<file path="config.mk">
export PLATFORM = sky130hd
export DESIGN_NAME = oversampled_uart_transceiver
export DESIGN_NICKNAME = d
export VERILOG_FILES = /design/src/design/osut_pkg.sv /design/src/design/osut_rx.sv /design/src/design/osut_tx.sv /design/src/design/oversampled_uart_transceiver.sv
export SDC_FILE = /design/constraint.sdc
export NUM_CORES = 1
export LEC_CHECK = 0
export ABC_AREA = 1
export BUFFER_PORTS_ARGS = -buffer_cell sky130_fd_sc_hd__buf_2
export CORE_ASPECT_RATIO = 1.5
export CORE_MARGIN = 2
export CORE_UTILIZATION = 50
export CTS_CLUSTER_DIAMETER = 200
export DETAILED_ROUTE_END_ITERATION = 6
export PLACE_DENSITY = 0.67
export SETUP_SLACK_MARGIN = 0.2
export SLEW_MARGIN = 20
export SYNTH_ARGS = -nofsm -noshare
export SYNTH_HDL_FRONTEND = slang
export SYNTH_HIERARCHICAL = 1
export SYNTH_SLANG_ARGS = --single-unit
</file>
<file path="constraint.sdc">
create_clock -name i_clk -period 3.04 [get_ports i_clk]
set_input_delay 0.152 -clock i_clk [delete_from_list [all_inputs] [get_ports i_clk]]
set_output_delay 0.152 -clock i_clk [all_outputs]
set_load 0.01 [all_outputs]
</file>
<file path="src/design/osut_pkg.sv">
`default_nettype none

package osut_pkg;

    // Oversampling ratio of the line and depth of the transmit queue.
    localparam int OVERSAMPLE     = 8;
    localparam int TX_QUEUE_DEPTH = 16;

    localparam int DATA_W       = 8;
    localparam int FRAME_W      = 11;
    localparam int BIT_IDX_W    = 4;
    localparam int TICK_W       = $clog2(OVERSAMPLE);
    localparam int SIDX_W       = $clog2(OVERSAMPLE + 1);
    localparam int CENTER_SHIFT = OVERSAMPLE / 2 - 2;
    localparam int HIST_W       = CENTER_SHIFT + 3;
    localparam int QPTR_W       = $clog2(TX_QUEUE_DEPTH);
    localparam int QCNT_W       = $clog2(TX_QUEUE_DEPTH + 1);

    localparam logic [BIT_IDX_W-1:0] LEN_NO_PARITY = BIT_IDX_W'(10);
    localparam logic [BIT_IDX_W-1:0] LEN_PARITY    = BIT_IDX_W'(11);
    localparam logic [2:0]           START_PATTERN = 3'b100;

    typedef enum logic [1:0] {
        PAR_NONE = 2'd0,
        PAR_EVEN = 2'd1,
        PAR_ODD  = 2'd2
    } t_parity_mode;

    typedef struct packed {
        logic              valid;
        logic [DATA_W-1:0] data;
        logic              error;
    } t_rx_result;

    typedef struct packed {
        logic line;
        logic full;
        logic overflow;
    } t_tx_status;

    // The unused fourth code behaves as no parity.
    function automatic logic has_parity(input logic [1:0] mode);
        return (mode == PAR_EVEN) || (mode == PAR_ODD);
    endfunction

    function automatic logic [BIT_IDX_W-1:0] frame_len(input logic [1:0] mode);
        return has_parity(mode) ? LEN_PARITY : LEN_NO_PARITY;
    endfunction

    // Parity bit to send or expect for a data byte.
    function automatic logic parity_bit(input logic [1:0] mode, input logic [DATA_W-1:0] d);
        return (^d) ^ (mode == PAR_ODD);
    endfunction

    function automatic logic majority3(input logic [2:0] v);
        return (v[0] & v[1]) | (v[0] & v[2]) | (v[1] & v[2]);
    endfunction

endpackage

`default_nettype wire

</file>
<file path="src/design/osut_rx.sv">
`default_nettype none

module osut_rx (
    input  wire                  i_clk,
    input  wire                  i_rst_n,
    input  wire                  i_en,
    input  wire [1:0]            i_parity_mode,
    input  wire                  i_rx_sample,
    output osut_pkg::t_rx_result o_result
);
    import osut_pkg::*;

    logic [HIST_W-1:0]    r_hist, n_hist;
    logic [SIDX_W-1:0]    r_sidx, n_sidx;
    logic [FRAME_W-1:0]   r_bits, n_bits;
    logic [BIT_IDX_W-1:0] r_bidx, n_bidx;
    logic                 r_active, n_active;

    logic [HIST_W-1:0]    w_hist;
    logic [FRAME_W-1:0]   w_frame;
    logic [DATA_W-1:0]    w_raw;
    logic [DATA_W-1:0]    w_data;
    logic                 w_bit;
    logic                 w_ok;

    always_comb begin
        w_hist   = {r_hist[HIST_W-2:0], i_rx_sample};
        n_hist   = w_hist;
        n_sidx   = r_sidx + SIDX_W'(1);
        n_bits   = r_bits;
        n_bidx   = r_bidx;
        n_active = r_active;
        o_result = '0;
        w_frame  = '0;
        w_raw    = '0;
        w_data   = '0;
        w_bit    = 1'b0;
        w_ok     = 1'b0;

        // A falling edge seen as 1-0-0 on an idle line opens a frame.
        if (!r_active && r_bits[0] && (w_hist[2:0] == START_PATTERN)) begin
            n_hist   = '0;
            n_bits   = '0;
            n_bidx   = '0;
            n_sidx   = SIDX_W'(3);
            n_active = 1'b1;
        end

        if (n_sidx >= SIDX_W'(OVERSAMPLE)) begin
            w_bit   = majority3(n_hist[CENTER_SHIFT +: 3]);
            w_frame = {n_bits[FRAME_W-2:0], w_bit};
            n_bits  = w_frame;
            n_hist  = '0;
            n_sidx  = '0;
            if (n_active) begin
                n_bidx = n_bidx + BIT_IDX_W'(1);
                if (n_bidx >= frame_len(i_parity_mode)) begin
                    // Bits arrive LSB first, so the byte sits reversed in the shift register.
                    w_raw = has_parity(i_parity_mode) ? w_frame[9:2] : w_frame[8:1];
                    for (int i = 0; i < DATA_W; i++) begin
                        w_data[i] = w_raw[DATA_W-1-i];
                    end
                    w_ok = (has_parity(i_parity_mode) ? !w_frame[10] : !w_frame[9]) && w_frame[0];
                    if (w_ok && has_parity(i_parity_mode)) begin
                        w_ok = (w_frame[1] == parity_bit(i_parity_mode, w_data));
                    end
                    n_bidx         = '0;
                    n_active       = 1'b0;
                    o_result.valid = w_ok;
                    o_result.data  = w_ok ? w_data : '0;
                    o_result.error = !w_ok;
                end
            end
        end
    end

    always_ff @(posedge i_clk) begin
        if (!i_rst_n) begin
            r_hist   <= '0;
            r_sidx   <= '0;
            r_bits   <= '1;
            r_bidx   <= '0;
            r_active <= 1'b0;
        end else if (i_en) begin
            r_hist   <= n_hist;
            r_sidx   <= n_sidx;
            r_bits   <= n_bits;
            r_bidx   <= n_bidx;
            r_active <= n_active;
        end
    end

endmodule

`default_nettype wire

</file>
<file path="src/design/osut_tx.sv">
`default_nettype none

module osut_tx (
    input  wire                         i_clk,
    input  wire                         i_rst_n,
    input  wire                         i_en,
    input  wire [1:0]                   i_parity_mode,
    input  wire                         i_tx_push,
    input  wire [osut_pkg::DATA_W-1:0]  i_tx_byte,
    output osut_pkg::t_tx_status        o_status
);
    import osut_pkg::*;

    logic [DATA_W-1:0]    r_queue [TX_QUEUE_DEPTH];
    logic [QPTR_W-1:0]    r_head, n_head;
    logic [QPTR_W-1:0]    r_tail, n_tail;
    logic [QCNT_W-1:0]    r_count, n_count;
    logic [TICK_W-1:0]    r_tick, n_tick;
    logic [FRAME_W-1:0]   r_frame, n_frame;
    logic [BIT_IDX_W-1:0] r_bidx, n_bidx;
    logic                 r_level, n_level;

    logic                 w_push_ok;
    logic                 w_sending;
    logic [QCNT_W-1:0]    w_count_p;
    logic [DATA_W-1:0]    w_pop_byte;
    logic [FRAME_W-1:0]   w_shifted;

    always_comb begin
        w_push_ok = i_tx_push && (r_count < QCNT_W'(TX_QUEUE_DEPTH));
        w_count_p = r_count + QCNT_W'(w_push_ok);
        // An empty queue hands a byte pushed in the same tick straight through.
        w_pop_byte = (r_count == '0) ? i_tx_byte : r_queue[r_head];
        w_sending  = (r_frame != '0) && (r_bidx < frame_len(i_parity_mode));
        w_shifted  = r_frame >> r_bidx;

        n_tail  = r_tail;
        if (w_push_ok) begin
            n_tail = (r_tail == QPTR_W'(TX_QUEUE_DEPTH - 1)) ? '0 : r_tail + QPTR_W'(1);
        end
        n_head  = r_head;
        n_count = w_count_p;
        n_frame = r_frame;
        n_bidx  = r_bidx;
        n_level = r_level;
        n_tick  = r_tick + TICK_W'(1);

        if (r_tick == TICK_W'(OVERSAMPLE - 1)) begin
            n_tick = '0;
            if (w_sending) begin
                n_level = w_shifted[0];
                n_bidx  = r_bidx + BIT_IDX_W'(1);
            end else begin
                // The bit period spent here keeps the line idle between frames.
                n_frame = '0;
                n_bidx  = '0;
                if (w_count_p != '0) begin
                    if (has_parity(i_parity_mode)) begin
                        n_frame = {1'b1, parity_bit(i_parity_mode, w_pop_byte), w_pop_byte, 1'b0};
                    end else begin
                        n_frame = {2'b01, w_pop_byte, 1'b0};
                    end
                    n_head  = (r_head == QPTR_W'(TX_QUEUE_DEPTH - 1)) ? '0 : r_head + QPTR_W'(1);
                    n_count = w_count_p - QCNT_W'(1);
                end
            end
        end

        o_status.line     = n_level;
        o_status.full     = (n_count == QCNT_W'(TX_QUEUE_DEPTH));
        o_status.overflow = i_tx_push && !w_push_ok;
    end

    always_ff @(posedge i_clk) begin
        if (i_en && w_push_ok) begin
            r_queue[r_tail] <= i_tx_byte;
        end
    end

    always_ff @(posedge i_clk) begin
        if (!i_rst_n) begin
            r_head  <= '0;
            r_tail  <= '0;
            r_count <= '0;
            r_tick  <= '0;
            r_frame <= '0;
            r_bidx  <= '0;
            r_level <= 1'b1;
        end else if (i_en) begin
            r_head  <= n_head;
            r_tail  <= n_tail;
            r_count <= n_count;
            r_tick  <= n_tick;
            r_frame <= n_frame;
            r_bidx  <= n_bidx;
            r_level <= n_level;
        end
    end

endmodule

`default_nettype wire

</file>
<file path="src/design/oversampled_uart_transceiver.sv">
// Oversampled UART transceiver, 8 data bits, optional even or odd parity, one stop bit.
// Each transfer on the slave stream is one oversampling tick: the sampled receive line,
// a push strobe and a byte to queue for sending. Each tick yields exactly one transfer on
// the master stream carrying the transmit line level, a received byte with its valid and
// error flags, and the transmit queue status (full, and overflow for a dropped push).
// The result of a tick is registered and offered on the master stream in the cycle
// after the slave transfer. Throughput is one tick per cycle while the master side
// does not stall; all the work of a tick is shallow logic between the state registers
// and the output register, and the queue read is a single register-file port.
// The output register frees the input side: a new tick is taken while the previous
// result is taken in the same cycle. When the master side stalls with a result held,
// s_axis_tready drops and the line state waits until the result is taken.
// The parity mode register is written through the cfg channel, which is always ready;
// write it only while no tick is in flight.
// Reset (synchronous, active low) empties the queue, idles both lines high and clears
// the parity mode to no parity. Queue entries keep no reset value.
`default_nettype none

module oversampled_uart_transceiver (
    input  wire         i_clk,
    input  wire         i_rst_n,
    // Slave stream: [0] rx_sample, [1] tx_push, [9:2] tx_byte, [15:10] zero.
    input  wire         s_axis_tvalid,
    output logic        s_axis_tready,
    input  wire  [15:0] s_axis_tdata,
    // Master stream: [0] tx_line, [1] rx_valid, [9:2] rx_byte, [10] rx_error,
    // [11] tx_queue_full, [12] tx_overflow, [15:13] zero.
    output logic        m_axis_tvalid,
    input  wire         m_axis_tready,
    output logic [15:0] m_axis_tdata,
    // Configuration write channel: parity mode.
    input  wire         i_cfg_valid,
    output logic        o_cfg_ready,
    input  wire  [1:0]  i_cfg_data
);
    import osut_pkg::*;

    logic [1:0]  r_mode;
    logic        r_out_valid;
    logic [15:0] r_out_data;
    logic        w_accept;
    t_rx_result  w_rx;
    t_tx_status  w_tx;

    // A tick is taken whenever the output register is empty or being emptied.
    assign s_axis_tready = !r_out_valid || m_axis_tready;
    assign w_accept      = s_axis_tvalid && s_axis_tready;
    assign o_cfg_ready   = 1'b1;
    assign m_axis_tvalid = r_out_valid;
    assign m_axis_tdata  = r_out_data;

    always_ff @(posedge i_clk) begin
        if (!i_rst_n) begin
            r_mode <= PAR_NONE;
        end else if (i_cfg_valid) begin
            r_mode <= i_cfg_data;
        end
    end

    osut_rx u_rx (
        .i_clk         (i_clk),
        .i_rst_n       (i_rst_n),
        .i_en          (w_accept),
        .i_parity_mode (r_mode),
        .i_rx_sample   (s_axis_tdata[0]),
        .o_result      (w_rx)
    );

    osut_tx u_tx (
        .i_clk         (i_clk),
        .i_rst_n       (i_rst_n),
        .i_en          (w_accept),
        .i_parity_mode (r_mode),
        .i_tx_push     (s_axis_tdata[1]),
        .i_tx_byte     (s_axis_tdata[9:2]),
        .o_status      (w_tx)
    );

    always_ff @(posedge i_clk) begin
        if (!i_rst_n) begin
            r_out_valid <= 1'b0;
        end else if (w_accept) begin
            r_out_valid <= 1'b1;
        end else if (m_axis_tready) begin
            r_out_valid <= 1'b0;
        end
    end

    // The payload register only loads on an accepted tick, so a stalled result holds.
    always_ff @(posedge i_clk) begin
        if (w_accept) begin
            r_out_data <= {3'b000, w_tx.overflow, w_tx.full, w_rx.error,
                           w_rx.data, w_rx.valid, w_tx.line};
        end
    end

endmodule

`default_nettype wire

</file>
# Word-level counts from Yosys, hierarchy flattened

Memory sizes are Yosys's and may differ from the RTL's. A register that Yosys moved wholly into a read port is not among the register bits.
Cells that the tools add are included.
W data, S select, Z words.

ROM bits: 0
RAM bits: 128
Input bits: 23
Memories kept: 1
Register bits after elaboration: 71
Output and inout port bits: 19
Logic and storage cells: 115
Bits in latches: 0

$mul: 0
Muxes and demuxes: 39
Equality and inequality tests: 8
Magnitude comparators: 4
Shifts and indexed selects: 1
Bitwise logic cells: 8
Reductions and logical operators: 29
Divide/modulo/power cells: 0
Add/sub/neg operators: 8

Memory list:

| name         | words | bits a word | read ports | clocked after memory_dff | write ports | line          | RTL |
|---|---|---|---|---|---|---|---|
| u_tx.r_queue | 16    | 8           | 1          | 1                        | 1           | osut_tx.sv:14 | `logic [DATA_W-1:0] r_queue [TX_QUEUE_DEPTH];` |

Operators with widths:

| operator              | count |
|---|---|
| $mux W4               | 12 |
| $mux W11              | 2 |
| $add A4 B1 Y4 const B | 5 |
| $mux W10              | 2 |
| $mux W5               | 4 |
| $mux W1               | 16 |
| $mux W8               | 2 |
| $reduce_xor A8 Y1     | 2 |
| $reduce_bool A11 Y1   | 1 |
| $shr A11 B4 Y1        | 1 |
| $logic_and A1 B1 Y1   | 9 |
| $eq A4 B4 Y1 const B  | 2 |
| $reduce_and A4 Y1     | 2 |
| $eq A3 B3 Y1 const B  | 2 |
| $logic_not A1 Y1      | 6 |
| $reduce_and A3 Y1     | 2 |
| $add A5 B1 Y5         | 1 |
| $eq A5 B5 Y1 const B  | 1 |
| $logic_not A5 Y1      | 1 |
| $lt A5 B5 Y1 const B  | 1 |
| $reduce_bool A5 Y1    | 1 |
| $sub A5 B1 Y5 const B | 1 |
| $ge A4 B4 Y1          | 1 |
| $ge A4 B4 Y1 const B  | 1 |
| other kinds (13)      | 19 |

# Logic depth before layout (Yosys ltp)

Depth in word-level cells: 14
Gate-level depth with buffers: 21
Gate-level depth less buffers: 19

# By module

The synthesis kept the hierarchy.

By module, submodules not included:

| module                       | cells an instance | sequential area each (sq um) | area an instance (sq um) | instances |
|---|---|---|---|---|
| osut_tx                      | 797               | 4544.4                       | 7450.9                   | 1 |
| osut_rx                      | 266               | 460.4                        | 1625.3                   | 1 |
| oversampled_uart_transceiver | 35                | 450.4                        | 548.0                    | 1 |

# Worst setup path after synthesis

OpenSTA, ideal clock, no wires.

Path type: reg2reg
From: register r_out_valid (netlist: m_axis_tvalid)
To: memory u_tx.r_queue[10][0], enable pin
Data required time: 2670 ps
Buffers on the path: 0
Path slack: 400 ps
Arrival: 2269 ps
Setup time: 370 ps
Clock period less this slack: 2640 ps
Stages on the path, launching flop included: 6
Path through: dfxtp_1 a21oi_1 nand2_1 inv_1 nand2_1 nor2_1

Longest elaborated chain between the ends: 6

Ends and longest elaborated chain:

| what                          | line                               | RTL |
|---|---|---|
| from (decl)                   | oversampled_uart_transceiver.sv:39 | `logic r_out_valid;` |
| from (signal assigned)        | oversampled_uart_transceiver.sv:81 | `r_out_valid <= 1'b0;` |
| from (signal assigned)        | oversampled_uart_transceiver.sv:83 | `r_out_valid <= 1'b1;` |
| from (signal assigned)        | oversampled_uart_transceiver.sv:85 | `r_out_valid <= 1'b0;` |
| $logic_not A1 Y1              | oversampled_uart_transceiver.sv:46 | `assign s_axis_tready = !r_out_valid \|\| m_axis_tready;` |
| $logic_or A1 B1 Y1            | oversampled_uart_transceiver.sv:46 |  |
| $logic_and A1 B1 Y1           | oversampled_uart_transceiver.sv:47 | `assign w_accept = s_axis_tvalid && s_axis_tready;` |
| net w_accept                  | oversampled_uart_transceiver.sv:41 | `logic w_accept;` |
| $logic_and A1 B1 Y1           | osut_tx.sv:75                      | `if (i_en && w_push_ok) begin` |
| $mux W1                       | osut_tx.sv:75                      |  |
| $mux W1 (implied by the code) | osut_tx.sv:76                      | `r_queue[r_tail] <= i_tx_byte;` |
| to (decl)                     | osut_tx.sv:14                      |  |

The timed path passes the listed nets, and every way through them passes these cells.

# Final worst setup path

From: register u_rx.r_bits[0]
To: register r_out_data[8] (netlist: m_axis_tdata[8]) (data pin)

Longest elaborated chain between the ends: 13
Elaborated cells on any way between the ends: 29
Classes of those cells: 1 x add/sub; 2 x order compare; 1 x eq/ne; 11 x mux; 6 x bitwise; 8 x reduce/logical

Ends and longest elaborated chain:

| what                                              | line                               | RTL |
|---|---|---|
| from (decl)                                       | osut_rx.sv:15                      | `logic [FRAME_W-1:0] r_bits, n_bits;` |
| from (signal assigned)                            | osut_rx.sv:87                      | `r_bits <= n_bits;` |
| branches (longest 13 deep; another with $mux W10) | -                                  |  |
| to (signal assigned)                              | oversampled_uart_transceiver.sv:92 | `r_out_data <= {3'b000, w_tx.overflow, w_tx.full, w_rx.error,` |
| to (decl)                                         | oversampled_uart_transceiver.sv:40 | `logic [15:0] r_out_data;` |

Parallel ways; which one is timed is not known. The select of a mux whose other input is x is not followed.
A chain may end at the register's enable or synchronous reset.

==> impl_metrics.prom <==
# TYPE chip_impl_metric gauge
chip_impl_metric{name="relSlewSlack",unit=""} 0.388
chip_impl_metric{name="io_buffers",unit=""} 31
chip_impl_metric{name="floorplan.io_pins",unit=""} 42
chip_impl_info{name="yosys_most_used_dff",value="edfxtp_1"} 1
chip_impl_info{name="run_status",value="complete, no violations"} 1
chip_impl_metric{name="seq_total_area_yosys",unit=""} 0.567
chip_impl_metric{name="gp_congestion",unit=""} 0.891
chip_impl_metric{name="clk_transition_reported_paths",unit="ns"} 0.07
chip_impl_metric{name="clkLatencyLatePin",unit="ns"} 0.49
chip_impl_metric{name="place.detailed.hpwl",unit="mm"} 14.4
chip_impl_metric{name="remaining_drc_errors",unit=""} 0
chip_impl_metric{name="final_net_count",unit=""} 1174
chip_impl_metric{name="cap_viol_max_count",unit=""} 0
chip_impl_metric{name="timing.fmax",unit="MHz"} 406
chip_impl_metric{name="r2r.worst_path.cells",unit=""} 15
chip_impl_metric{name="grt_pass1_vias",unit=""} 7140
chip_impl_metric{name="start_util",unit=""} 0.506
chip_impl_metric{name="regToRegSetupSlack",unit="ns"} 0.58
chip_impl_metric{name="area_growth",unit="%"} 11.9
chip_impl_metric{name="synthDistinctLibCells",unit=""} 43
chip_impl_metric{name="grt_first_pass_wirelength",unit="mm"} 34.5
chip_impl_info{name="timing.rr.start",value="u_rx/r_bits[0]$_SDFFE_PN1P_"} 1
chip_impl_metric{name="globalRoute.totalOverflow",unit=""} 0
chip_impl_info{name="ctsRootBufferMaster",value="clkbuf_16"} 1
chip_impl_metric{name="die_height",unit="um"} 174
chip_impl_metric{name="postSynthRegisterBits",unit=""} 202
chip_impl_metric{name="internal_power",unit="mW"} 4.59
chip_impl_metric{name="number_of_synthesized_flops_with_an_enable_pin",unit=""} 141
chip_impl_metric{name="final-max-slew-violation-count",unit=""} 0
chip_impl_metric{name="syn_area",unit="um2"} 9620
chip_impl_metric{name="min_period_over_period",unit=""} 0.810
chip_impl_metric{name="worstMarginPinSlew",unit="ns"} 0.915
chip_impl_metric{name="number_of_sinks_on_the_clock_net",unit=""} 202
chip_impl_info{name="worstSetupEndpointType",value="flip-flop"} 1
chip_impl_info{name="cp-start-kind",value="flip-flop"} 1
chip_impl_metric{name="placeableCoreArea",unit="um2"} 19000
chip_impl_metric{name="ant_nets",unit=""} 0
chip_impl_metric{name="cts-buffers-inserted",unit=""} 19
chip_impl_info{name="final_cell_mix",value="nand2_1, edfxtp_1, nor2_1, nand3_1, inv_1"} 1
chip_impl_metric{name="pwr_density_cell",unit="nW/um2"} 552
chip_impl_metric{name="vias",unit=""} 7429
chip_impl_metric{name="antenna_violations_before_repair",unit=""} 0
chip_impl_metric{name="stdcell_area",unit="um2"} 10800
chip_impl_metric{name="asyncSetResetFlopFracSynth",unit=""} 0
chip_impl_info{name="crit_start",value="u_rx/r_bits[0]$_SDFFE_PN1P_"} 1
chip_impl_metric{name="switching_share",unit=""} 0.228
chip_impl_metric{name="crit_path_max_fanout",unit=""} 25
chip_impl_metric{name="share_clk_of_total_power",unit=""} 0.415
chip_impl_info{name="critPathKind",value="flip-flop to flip-flop"} 1
chip_impl_info{name="cts_tree",value="yes"} 1
chip_impl_metric{name="drive_gt1_frac",unit=""} 0.100
chip_impl_metric{name="static-leakage-power",unit="nW"} 4.47
chip_impl_metric{name="hold-worst-slack",unit="ns"} 0.0771
chip_impl_metric{name="placementRows",unit=""} 62
chip_impl_metric{name="ir_drop",unit="V"} 0.000394
chip_impl_metric{name="yosys_warnings",unit=""} 6
chip_impl_info{name="grt_setup_unrepaired",value="false"} 1
chip_impl_metric{name="p_seq_frac",unit=""} 0.505
chip_impl_metric{name="finalSetupTns",unit="ns"} 0
chip_impl_metric{name="die_outline_area",unit="um2"} 20400
chip_impl_info{name="most_common_cell_after_layout_fill_and_taps_aside",value="nand2_1"} 1
chip_impl_info{name="hp-class",value="input pin to flip-flop"} 1
chip_impl_info{name="worstSetupEndpoint",value="m_axis_tdata[8]$_DFFE_PP_"} 1
chip_impl_metric{name="die_width",unit="um"} 117
chip_impl_info{name="netlist.top_cell.by_area",value="edfxtp_1"} 1
chip_impl_metric{name="synth_cells",unit=""} 1098
chip_impl_metric{name="wirelength",unit="mm"} 21.6
chip_impl_metric{name="gr-usage-all-layers",unit=""} 0.216
chip_impl_metric{name="worstHoldPathCells",unit=""} 1
chip_impl_metric{name="drt-wirelength-per-cell",unit="um"} 15.4
chip_impl_metric{name="crit_arrival",unit="ns"} 2.71
chip_impl_metric{name="finalHoldViolations",unit=""} 0
chip_impl_metric{name="setup-violations-final",unit=""} 0
chip_impl_metric{name="htree_levels",unit=""} 1
chip_impl_metric{name="placement.cell_area",unit="um2"} 10000
chip_impl_metric{name="power.switching",unit="mW"} 1.35
chip_impl_metric{name="timing.critical_path.required",unit="ns"} 3.29
chip_impl_info{name="reg2reg_to",value="m_axis_tdata[8]$_DFFE_PP_"} 1
chip_impl_metric{name="drtPass1Iterations",unit=""} 5
chip_impl_metric{name="detail_route.iter0.violations",unit=""} 371
chip_impl_metric{name="drt-vias-per-instance",unit=""} 5.30
chip_impl_metric{name="synth_largest_type_area_fraction",unit=""} 0.440
chip_impl_metric{name="pwr-share-comb",unit=""} 0.080
chip_impl_metric{name="diodes",unit=""} 0
chip_impl_metric{name="period_needed",unit="ns"} 2.46
chip_impl_metric{name="grt_start_max_net_pins",unit=""} 46
chip_impl_metric{name="avgSynthCellArea",unit="um2"} 8.77
chip_impl_metric{name="clockBufferDepth",unit=""} 3
chip_impl_metric{name="worst_clock_skew",unit="ns"} 0.0144
chip_impl_info{name="synth_top_cells_by_area",value="edfxtp_1, dfxtp_1, nand2_1"} 1
kinds of logic after synthesis:
logic type      after synthesis  synth area share
compound gates              143            0.0815
xor+xnor                      6           0.00546
fa+ha+maj                    17            0.0221
buf+inv                     159            0.0728
flops                       202             0.567
other cells                   2          0.000780
simple gates                569             0.251
power groups by stage:
stage	Clock [mW]	Combinational (mW)	Sequential (mW)
2_1_floorplan	0	0.335	3.06
3_3_place_gp	0	0.454	3.06
3_5_place_dp	0	0.462	3.06
4_1_cts	2.50	0.477	3.00
5_1_grt	2.61	0.548	3.01
6_report	2.46	0.475	3.00
final cells by class:
cell class                 count  area (um2)
clock inverter                11         114
inverter                     111         417
timing repair buffer          61         433
multi-input combinational    739        3490
clock buffer                  23         543
sequential                   202        5460
tap                          256         320
fill                        1725        8240
cell usage after synthesis, types with 10 or more instances:
cell type and n:
nand3_1 113, inv_1 102, nor2_1 126, o21ai_0 75, dfxtp_1 61, ha_1 17, clkbuf_1 13, buf_2 20
a21oi_1 38, edfxtp_1 141, nand2_1 286, or2_2 10, nor3_1 10
timing repair:
item                      in CTS  in global routing
hold buffers                  11                  0
buffers inserted               0                  0
gates resized for setup        0                  0
hold endpoints to repair       6                  0
critical path, cell delays in order (launching register included):
cell and delay, ns:
dfxtp_1 0.37, inv_1 0.06, nor2_2 0.09, nand3_2 0.39, nand2_1 0.37, nand2_1 0.08, nand2_1 0.11, nand2_1 0.06
nand2_1 0.08, nand2_1 0.05, nand2_1 0.08, nand2_1 0.07, nand3_1 0.09, nand3_2 0.11, nand3_4 0.13, nor2_1 0.06
through the flow:
step	worst slack (ns)	util	std cells	total power [mW]
after floorplan	0.400	-	1100	3.40
after global placement	0.621	0.526	1358	3.52
after detailed placement	0.610	0.526	1358	3.53
after CTS	0.581	0.567	1403	5.98
after global routing	0.297	0.567	1403	6.16
final	0.579	0.567	1403	5.94
state kept, by name (all words and copies together) (netlist names), 5 cells and up, named ones only:
register,cells
m_axis_tdata,13
u_rx/r_bits,10
u_tx/r_count,5
u_tx/r_frame,10
u_tx/r_queue,128
metal layers:
metal | vias to the layer above | GRT usage | wire length (um)
li1 | 3715 | - | -
met1 | 3502 | 0.242 | 8240
met2 | 167 | 0.410 | 11900
met3 | 45 | 0.0244 | 809
met4 | 0 | 0.0745 | 616
met5 | - | 0 | 0
worst min path at each step:
stage               slack, ns             from                       endpoint
CTS                      0.08  s_axis_tdata[9]   u_tx/r_queue[5][7]$_DFFE_PP_
global placement         0.38    i_cfg_data[0]         r_mode[0]$_SDFFE_PN0P_
floorplan                0.25  s_axis_tdata[2]   u_tx/r_queue[0][0]$_DFFE_PP_
detailed placement       0.38    i_cfg_data[0]         r_mode[0]$_SDFFE_PN0P_
global route             0.08  s_axis_tdata[6]  u_tx/r_queue[15][4]$_DFFE_PP_
finish                   0.08  s_axis_tdata[6]   u_tx/r_queue[9][4]$_DFFE_PP_
Power figures use the tool's default switching activity.
